### config.mk
export PLATFORM = sky130hd
export DESIGN_NAME = pir_cfg_flat
export DESIGN_NICKNAME = d
export VERILOG_FILES = /design/src/photometric_interaction_row_unit_assert.svh /design/src/pir_pkg.sv /design/src/pir_if.sv /design/src/pir_cfg.sv /design/src/flat_wrapper.sv
export SDC_FILE = /design/constraint.sdc
export NUM_CORES = 1
export LEC_CHECK = 0
export ABC_AREA = 1
export BUFFER_PORTS_ARGS = -buffer_cell sky130_fd_sc_hd__buf_2
export CORE_MARGIN = 2
export CORE_UTILIZATION = 51
export CTS_BUF_LIST = sky130_fd_sc_hd__clkbuf_16
export DETAILED_ROUTE_END_ITERATION = 16
export HOLD_SLACK_MARGIN = 0.1
export PLACE_DENSITY = 0.8
export SYNTH_ARGS = -nofsm -noshare
export SYNTH_HDL_FRONTEND = slang
export SYNTH_SLANG_ARGS = --single-unit
### constraint.sdc
create_clock -name clk -period 1.19 [get_ports clk]
set_clock_uncertainty 0.05 [all_clocks]
set_input_delay 0 -clock clk [delete_from_list [all_inputs] [get_ports clk]]
set_output_delay 0 -clock clk [all_outputs]
set_load 0.01 [all_outputs]
### src/photometric_interaction_row_unit_assert.svh
// ---------------------------------------------------------------------------
// Photometric interaction row unit: assertion macros
// Clocked implication checks; compiled out when ASSERT_OFF is set.
// ---------------------------------------------------------------------------
`ifndef PHOTOMETRIC_INTERACTION_ROW_UNIT_ASSERT_SVH
`define PHOTOMETRIC_INTERACTION_ROW_UNIT_ASSERT_SVH

`ifndef ASSERT_OFF
// same-cycle implication
`define PIR_ASSERT_IMP(label, clk, rst, ante, cons) \
  label: assert property (@(posedge clk) disable iff (rst) (ante) |-> (cons)) \
    else $error("pir assertion failed");
// next-cycle implication
`define PIR_ASSERT_NXT(label, clk, rst, ante, cons) \
  label: assert property (@(posedge clk) disable iff (rst) (ante) |=> (cons)) \
    else $error("pir assertion failed");
`else
`define PIR_ASSERT_IMP(label, clk, rst, ante, cons)
`define PIR_ASSERT_NXT(label, clk, rst, ante, cons)
`endif

`endif

### src/pir_pkg.sv
// ---------------------------------------------------------------------------
// Photometric interaction row package
// Field types, fixed-point widths, register codes and output saturation.
// ---------------------------------------------------------------------------
package pir_pkg;

  localparam int PIX_W     = 8;
  localparam int COORD_W   = 12;
  localparam int CFG_W     = 24;
  localparam int CFG_IDX_W = 8;
  localparam int OUT_W     = 48;

  localparam int SUM_W     = 10;
  localparam int GRAD_W    = 11;
  localparam int DIFF_W    = 25;
  localparam int NPROD_W   = 49;
  localparam int NORM_SHIFT = 16;
  localparam int NORM_W    = NPROD_W - NORM_SHIFT;
  localparam int INT_W     = 35;

  localparam int LO_W      = 17;
  localparam int C_L_W     = LO_W + INT_W;
  localparam int C_H_W     = NORM_W - LO_W + INT_W;
  localparam int PART_W    = NORM_W + INT_W;
  localparam int ACC_W     = PART_W + 1;

  localparam int SLO_W     = 35;
  localparam int B_LL_W    = LO_W + SLO_W + 1;
  localparam int B_LH_W    = LO_W + 1 + ACC_W - SLO_W;
  localparam int B_HL_W    = NORM_W - LO_W + SLO_W;
  localparam int B_HH_W    = NORM_W - LO_W + ACC_W - SLO_W;
  localparam int XSL_W     = NORM_W + SLO_W + 1;
  localparam int XSH_W     = NORM_W + ACC_W - SLO_W;
  localparam int U_W       = 70;
  localparam int TOT_W     = 103;
  localparam int TR_SHIFT  = 8;
  localparam int ROT_SHIFT = 40;
  localparam int ONE_SHIFT = 32;
  localparam int SAT_IN_W  = 64;

  localparam logic signed [NPROD_W-1:0] NORM_HALF = NPROD_W'(64'd1 << (NORM_SHIFT - 1));
  localparam logic signed [U_W-1:0]     TR_HALF   = U_W'(64'd1 << (TR_SHIFT - 1));
  localparam logic signed [U_W-1:0]     ROT_HALF  = U_W'(64'd1 << (ROT_SHIFT - 1));
  localparam logic signed [OUT_W-1:0]   OUT_MAX   = {1'b0, {(OUT_W - 1){1'b1}}};
  localparam logic signed [OUT_W-1:0]   OUT_MIN   = {1'b1, {(OUT_W - 1){1'b0}}};

  typedef enum logic [CFG_IDX_W-1:0] {
    REG_FOCAL_X     = 8'd0,
    REG_FOCAL_Y     = 8'd1,
    REG_CENTER_X    = 8'd2,
    REG_CENTER_Y    = 8'd3,
    REG_INV_FOCAL_X = 8'd4,
    REG_INV_FOCAL_Y = 8'd5
  } cfg_reg_t;

  typedef struct packed {
    logic [CFG_W-1:0] focal_x;
    logic [CFG_W-1:0] focal_y;
    logic [CFG_W-1:0] center_x;
    logic [CFG_W-1:0] center_y;
    logic [CFG_W-1:0] inv_focal_x;
    logic [CFG_W-1:0] inv_focal_y;
  } cfg_t;

  localparam cfg_t CFG_RESET = '{
    focal_x:     24'd136637,
    focal_y:     24'd136814,
    center_x:    24'd124503,
    center_y:    24'd64448,
    inv_focal_x: 24'd31434,
    inv_focal_y: 24'd31393
  };

  typedef struct packed {
    logic [PIX_W-1:0]   pix_top_left;
    logic [PIX_W-1:0]   pix_top_mid;
    logic [PIX_W-1:0]   pix_top_right;
    logic [PIX_W-1:0]   pix_mid_left;
    logic [PIX_W-1:0]   pix_center;
    logic [PIX_W-1:0]   pix_mid_right;
    logic [PIX_W-1:0]   pix_bot_left;
    logic [PIX_W-1:0]   pix_bot_mid;
    logic [PIX_W-1:0]   pix_bot_right;
    logic [COORD_W-1:0] column;
    logic [COORD_W-1:0] row_index;
  } win_item_t;

  typedef struct packed {
    logic                    is_valid;
    logic signed [OUT_W-1:0] l_tx;
    logic signed [OUT_W-1:0] l_ty;
    logic signed [OUT_W-1:0] l_tz;
    logic signed [OUT_W-1:0] l_rx;
    logic signed [OUT_W-1:0] l_ry;
    logic signed [OUT_W-1:0] l_rz;
  } row_item_t;

  typedef struct packed {
    logic                     live;
    logic signed [INT_W-1:0]  ix;
    logic signed [INT_W-1:0]  iy;
    logic signed [NORM_W-1:0] x;
    logic signed [NORM_W-1:0] y;
  } coord_t;

  typedef struct packed {
    logic                     live;
    logic signed [INT_W-1:0]  ix;
    logic signed [INT_W-1:0]  iy;
    logic signed [NORM_W-1:0] x;
    logic signed [NORM_W-1:0] y;
    logic signed [ACC_W-1:0]  s;
    logic signed [ACC_W-1:0]  r;
  } cross_t;

  function automatic logic signed [OUT_W-1:0] sat_out(input logic signed [SAT_IN_W-1:0] v);
    logic signed [OUT_W-1:0] res;
    if (&v[SAT_IN_W-1:OUT_W-1] || ~|v[SAT_IN_W-1:OUT_W-1]) begin
      res = v[OUT_W-1:0];
    end else if (v[SAT_IN_W-1]) begin
      res = OUT_MIN;
    end else begin
      res = OUT_MAX;
    end
    return res;
  endfunction

endpackage

### src/pir_if.sv


interface pir_cfg_if import pir_pkg::*; ();
  logic                 valid;
  logic                 ready;
  logic [CFG_IDX_W-1:0] idx;
  logic [CFG_W-1:0]     wdata;
  modport source (output valid, output idx, output wdata, input ready);
  modport sink (input valid, input idx, input wdata, output ready);
endinterface

### src/pir_cfg.sv
// ---------------------------------------------------------------------------
// Photometric interaction row: camera registers
// Holds focal lengths, principal point and reciprocal focals.
// ---------------------------------------------------------------------------
module pir_cfg import pir_pkg::*; (
  input  logic      clk,
  input  logic      rst,
  pir_cfg_if.sink   cfg,
  output cfg_t      regs
);

  assign cfg.ready = 1'b1;

  always_ff @(posedge clk) begin
    if (rst) begin
      regs <= CFG_RESET;
    end else if (cfg.valid) begin
      unique case (cfg.idx)
        REG_FOCAL_X:     regs.focal_x     <= cfg.wdata;
        REG_FOCAL_Y:     regs.focal_y     <= cfg.wdata;
        REG_CENTER_X:    regs.center_x    <= cfg.wdata;
        REG_CENTER_Y:    regs.center_y    <= cfg.wdata;
        REG_INV_FOCAL_X: regs.inv_focal_x <= cfg.wdata;
        REG_INV_FOCAL_Y: regs.inv_focal_y <= cfg.wdata;
        default: ;
      endcase
    end
  end

endmodule

### src/flat_wrapper.sv
// flat-port wrapper written by rule: the top's interface ports become plain ports
module pir_cfg_flat import pir_pkg::*;
  (clk, rst, regs, cfg_valid, cfg_idx, cfg_wdata, cfg_ready);
  pir_cfg_if cfg_i ();
  input  logic clk;
  input  logic rst;
  output cfg_t regs;
  input wire logic [$bits(cfg_i.valid)-1:0] cfg_valid;
  input wire logic [$bits(cfg_i.idx)-1:0] cfg_idx;
  input wire logic [$bits(cfg_i.wdata)-1:0] cfg_wdata;
  output wire logic [$bits(cfg_i.ready)-1:0] cfg_ready;
  assign cfg_i.valid = cfg_valid;
  assign cfg_i.idx = cfg_idx;
  assign cfg_i.wdata = cfg_wdata;
  assign cfg_ready = cfg_i.ready;
  pir_cfg u_core (.clk(clk), .rst(rst), .cfg(cfg_i), .regs(regs));
endmodule
==> results.rst <==
.. list-table::
   :header-rows: 1

   * - Metric
     - Value
   * - Run status
     - complete, no violations
   * - Starting Density
     - 0.5233
   * - Ports
     - 180
   * - Via count of the first global-routing pass
     - 5326
   * - Max_cap viols
     - 0
   * - Largest net degree at the start of global routing
     - 63
   * - Critical-path maximum fanout
     - 15
   * - Registers with the highest flip-flop counts
     - u_core.regs x144
   * - Min Tclk post-route
     - between 1 and 1.5 ns
   * - Clock tree root buffer cell
     - sky130_fd_sc_hd__clkbuf_16
   * - Path class of the lowest-slack min-delay path
     - in -> reg
   * - #FFs+latches synth
     - 144
   * - Total number of clock tree sinks
     - approximately 140
   * - Number of cells produced by synthesis
     - 780
   * - Number of antenna violations at the first check in global routing
     - 0
   * - Number of routed nets with antenna violations
     - 0
   * - Period utilization
     - 0.9487
   * - Max VDD drop
     - between 1 and 1.5 mV
   * - Number of endpoints with negative hold slack in the final report
     - 0
   * - Final core area utilization
     - 0.7163
   * - Reported net switching power
     - ~2500 µW
   * - Cell breakdown of the critical path
     - buf_2 -> inv_1 -> nor2_4 -> buf_12 -> dlygate4sd3_1 -> nand3_1 -> nand3_1
   * - Maximum root-to-sink buffer count
     - 2
   * - Antenna diode instance count
     - 0
   * - DR iter-0 viols
     - between 400 and 500
   * - Total clock buffers created by CTS
     - 17
   * - Per-cell routed wire length
     - about 16 µm
   * - Sum of overflow across all layers after global routing
     - 0
   * - Chip width
     - ~110 µm
   * - Internal power summed over all cells
     - between 8000 and 9000 µW
   * - Seq pwr share
     - 0.443
   * - Number of library cell types mapped by synthesis
     - 15
   * - Ratio of cells with drive above 1 in the final layout
     - 0.2578
   * - Clock share of power
     - 0.491
   * - Final instance count without filler cells
     - 1133
   * - Setup slack of the most critical reg-to-reg path
     - between 0.5 and 0.6 ns
   * - Later-pin clock latency in the skew report
     - 0.41 ns
   * - Setup TNS after final layout
     - 0 ns
   * - Wire length after detailed routing
     - between 15 and 20 mm
   * - Port buffer count
     - about 180
   * - Startpoint kind of the worst setup timing path
     - primary input
   * - Classification of the worst setup path
     - in -> reg
   * - Global-route wire length before repair
     - approximately 27 mm
   * - Syn-to-layout area delta
     - 36.87%
   * - Nets in the synthesized netlist
     - between 800 and 900
   * - Pre-Repair DR Iteration Count
     - 5
   * - Core area
     - 10890 µm²
   * - Count of final max-slew check failures
     - 0
   * - DRC viols
     - 0
   * - Synth warnings
     - 0
   * - Ratio of total power to cell area
     - 1399 nW/µm²
   * - Setup repair after global routing missed its margin
     - no
   * - Vias/cell
     - roughly 5.3
   * - Clk slew on worst S/H paths
     - around 0.06 ns
   * - Synthesized area divided by synthesized cell count
     - about 7.3 µm²
   * - Data required time of the worst path
     - approximately 1.5 ns
   * - Largest reg by FF count
     - u_core.regs
   * - Cts repair resizes
     - 0
   * - Net count, final
     - about 1000
   * - Maximum achievable frequency
     - between 800 and 900 MHz
   * - Final setup violation count
     - 0
   * - Floorplan die area
     - ~12000 µm²
   * - Clock tree from TritonCTS
     - done
   * - Detailed placer's ending HPWL
     - around 12 mm
   * - Die span in y
     - roughly 110 µm
   * - Combined global-route utilization of all metal layers
     - 0.2949
   * - Number of core rows
     - 38
   * - Endpoint kind of the worst setup timing path
     - flop
   * - Highest cell delay on the worst timing path
     - 0.75 ns
   * - Switching power as a share of total power
     - 0.2327
   * - Post-Synthesis Cell Area
     - approximately 5700 µm²
   * - Most prevalent standard cell on the critical path
     - sky130_fd_sc_hd__nand3_1
   * - Arrival time of data at the critical path endpoint
     - 1.44 ns
   * - LEAKAGE
     - approximately 0.0038 µW
   * - Relative contribution of combinational cells to total power
     - 0.066
   * - Slowest cell on the critical path
     - sky130_fd_sc_hd__dlygate4sd3_1
   * - # placed instances
     - around 1100
   * - Largest register FFs
     - around 140
   * - Fraction of the yosys area taken by sequential cells
     - 0.5059
   * - Routed via count
     - ~6000
   * - Number of levels in the clock H-tree
     - 4
   * - Global placement routability congestion
     - 0.8599
## final timing paths
path,start,to,cells past startpoint
min reg2reg,u_core.regs[99]$_SDFFE_PP1P_,u_core.regs[99]$_SDFFE_PP1P_,2
max reg2reg,u_core.regs[49]$_SDFFE_PP0P_,u_core.regs[49]$_SDFFE_PP0P_,2
min,cfg_idx[3],u_core.regs[6]$_SDFFE_PP0P_,6
max,cfg_idx[2],u_core.regs[14]$_SDFFE_PP1P_,7
## timing repair
action | CTS | global route
hold buffers | 28 | 0
buffers inserted | 0 | 0
hold endpoints to repair | 142 | 0
## power groups by stage
stage	Combinational, µW	Sequential (µW)	Clock (µW)
2_1_floorplan	313	4950	0
3_3_place_gp	626	4940	0
3_5_place_dp	627	4940	0
4_1_cts	705	4840	5370
5_1_grt	772	4840	5620
6_report	718	4840	5360
## worst max-delay path: cells and delay by family
kind                   cells  cell delay (ns)
and+or+nand+nor            3             0.35
buffers and inverters      4             1.09
## cell usage after synthesis
library cell | number | area share
sky130_fd_sc_hd__nor2_4 | 3 | 0.0059
sky130_fd_sc_hd__buf_1 | 12 | 0.0079
sky130_fd_sc_hd__a21oi_1 | 75 | 0.066
sky130_fd_sc_hd__clkbuf_1 | 18 | 0.012
sky130_fd_sc_hd__nor2_2 | 3 | 0.0033
sky130_fd_sc_hd__nand3_1 | 192 | 0.17
sky130_fd_sc_hd__nor2_1 | 105 | 0.069
sky130_fd_sc_hd__dfxtp_1 | 144 | 0.51
sky130_fd_sc_hd__buf_4 | 5 | 0.0066
sky130_fd_sc_hd__inv_2 | 2 | 0.0013
sky130_fd_sc_hd__inv_1 | 29 | 0.019
sky130_fd_sc_hd__buf_2 | 26 | 0.023
sky130_fd_sc_hd__nand2_2 | 5 | 0.0055
sky130_fd_sc_hd__nand2_1 | 160 | 0.11
sky130_fd_sc_hd__conb_1 | 1 | 0.00066
## per-layer routing
metal | up-vias | global-route usage | wire length (µm)
li1 | 2959 | - | -
met1 | 2753 | 0.3844 | 7669
met2 | 265 | 0.4643 | 7928
met3 | 43 | 0.06876 | 1490
met4 | 0 | 0.1347 | 603
met5 | - | 0 | 0
## cells in the final DEF (no fill, tap or decap)
cell type / netlist / layout
sky130_fd_sc_hd__clkinvlp_4: 0 / 1
sky130_fd_sc_hd__conb_1: 1 / 1
sky130_fd_sc_hd__dlygate4sd3_1: 0 / 28
sky130_fd_sc_hd__buf_4: 5 / 23
sky130_fd_sc_hd__nand2_1: 160 / 160
sky130_fd_sc_hd__buf_2: 26 / 178
sky130_fd_sc_hd__nand2_2: 5 / 5
sky130_fd_sc_hd__nor2_2: 3 / 3
sky130_fd_sc_hd__nor2_1: 105 / 104
sky130_fd_sc_hd__clkbuf_16: 0 / 17
sky130_fd_sc_hd__inv_6: 0 / 3
sky130_fd_sc_hd__clkinv_4: 0 / 2
sky130_fd_sc_hd__inv_1: 29 / 30
sky130_fd_sc_hd__clkinv_1: 0 / 3
sky130_fd_sc_hd__nor2_4: 3 / 4
sky130_fd_sc_hd__inv_2: 2 / 1
sky130_fd_sc_hd__nand3_1: 192 / 192
sky130_fd_sc_hd__inv_4: 0 / 1
sky130_fd_sc_hd__dfxtp_1: 144 / 144
sky130_fd_sc_hd__bufinv_16: 0 / 3
sky130_fd_sc_hd__a21oi_1: 75 / 75
sky130_fd_sc_hd__clkinv_2: 0 / 2
sky130_fd_sc_hd__buf_12: 0 / 13
## layout make-up
type	count	area (µm²)
Clock buffer	17	425.4
Clock inverter	15	166.4
Fill cell	879	3089
Inverter	31	118.9
Multi-Input combinational cell	544	2426
Sequential cell	144	2883
Tap cell	140	175.2
Timing Repair Buffer	242	1604
## kinds of logic after synthesis
group | after synthesis | synth area share
and+or+nand+nor | 468 | 0.3579
buffers and inverters | 92 | 0.06961
DFF | 144 | 0.5059
other | 1 | 0.0006581
AOI/OAI and AO/OA | 75 | 0.06588
## through the flow
stage                     cell area (µm²)  hold slack, ns  setup slack (ns)  power [µW]
after floorplan                      5698         0.07613            0.1666        5262
after global placement               6927          0.1897          -0.05437        5571
after detailed placement             6927          0.1975           -0.1064        5571
after CTS                            7799          0.1025            0.1004       10920
after global routing                 7799          0.1266         0.0004090       11220
final                                7799          0.1090           0.06102       10910
Power figures use the tool's default switching activity.
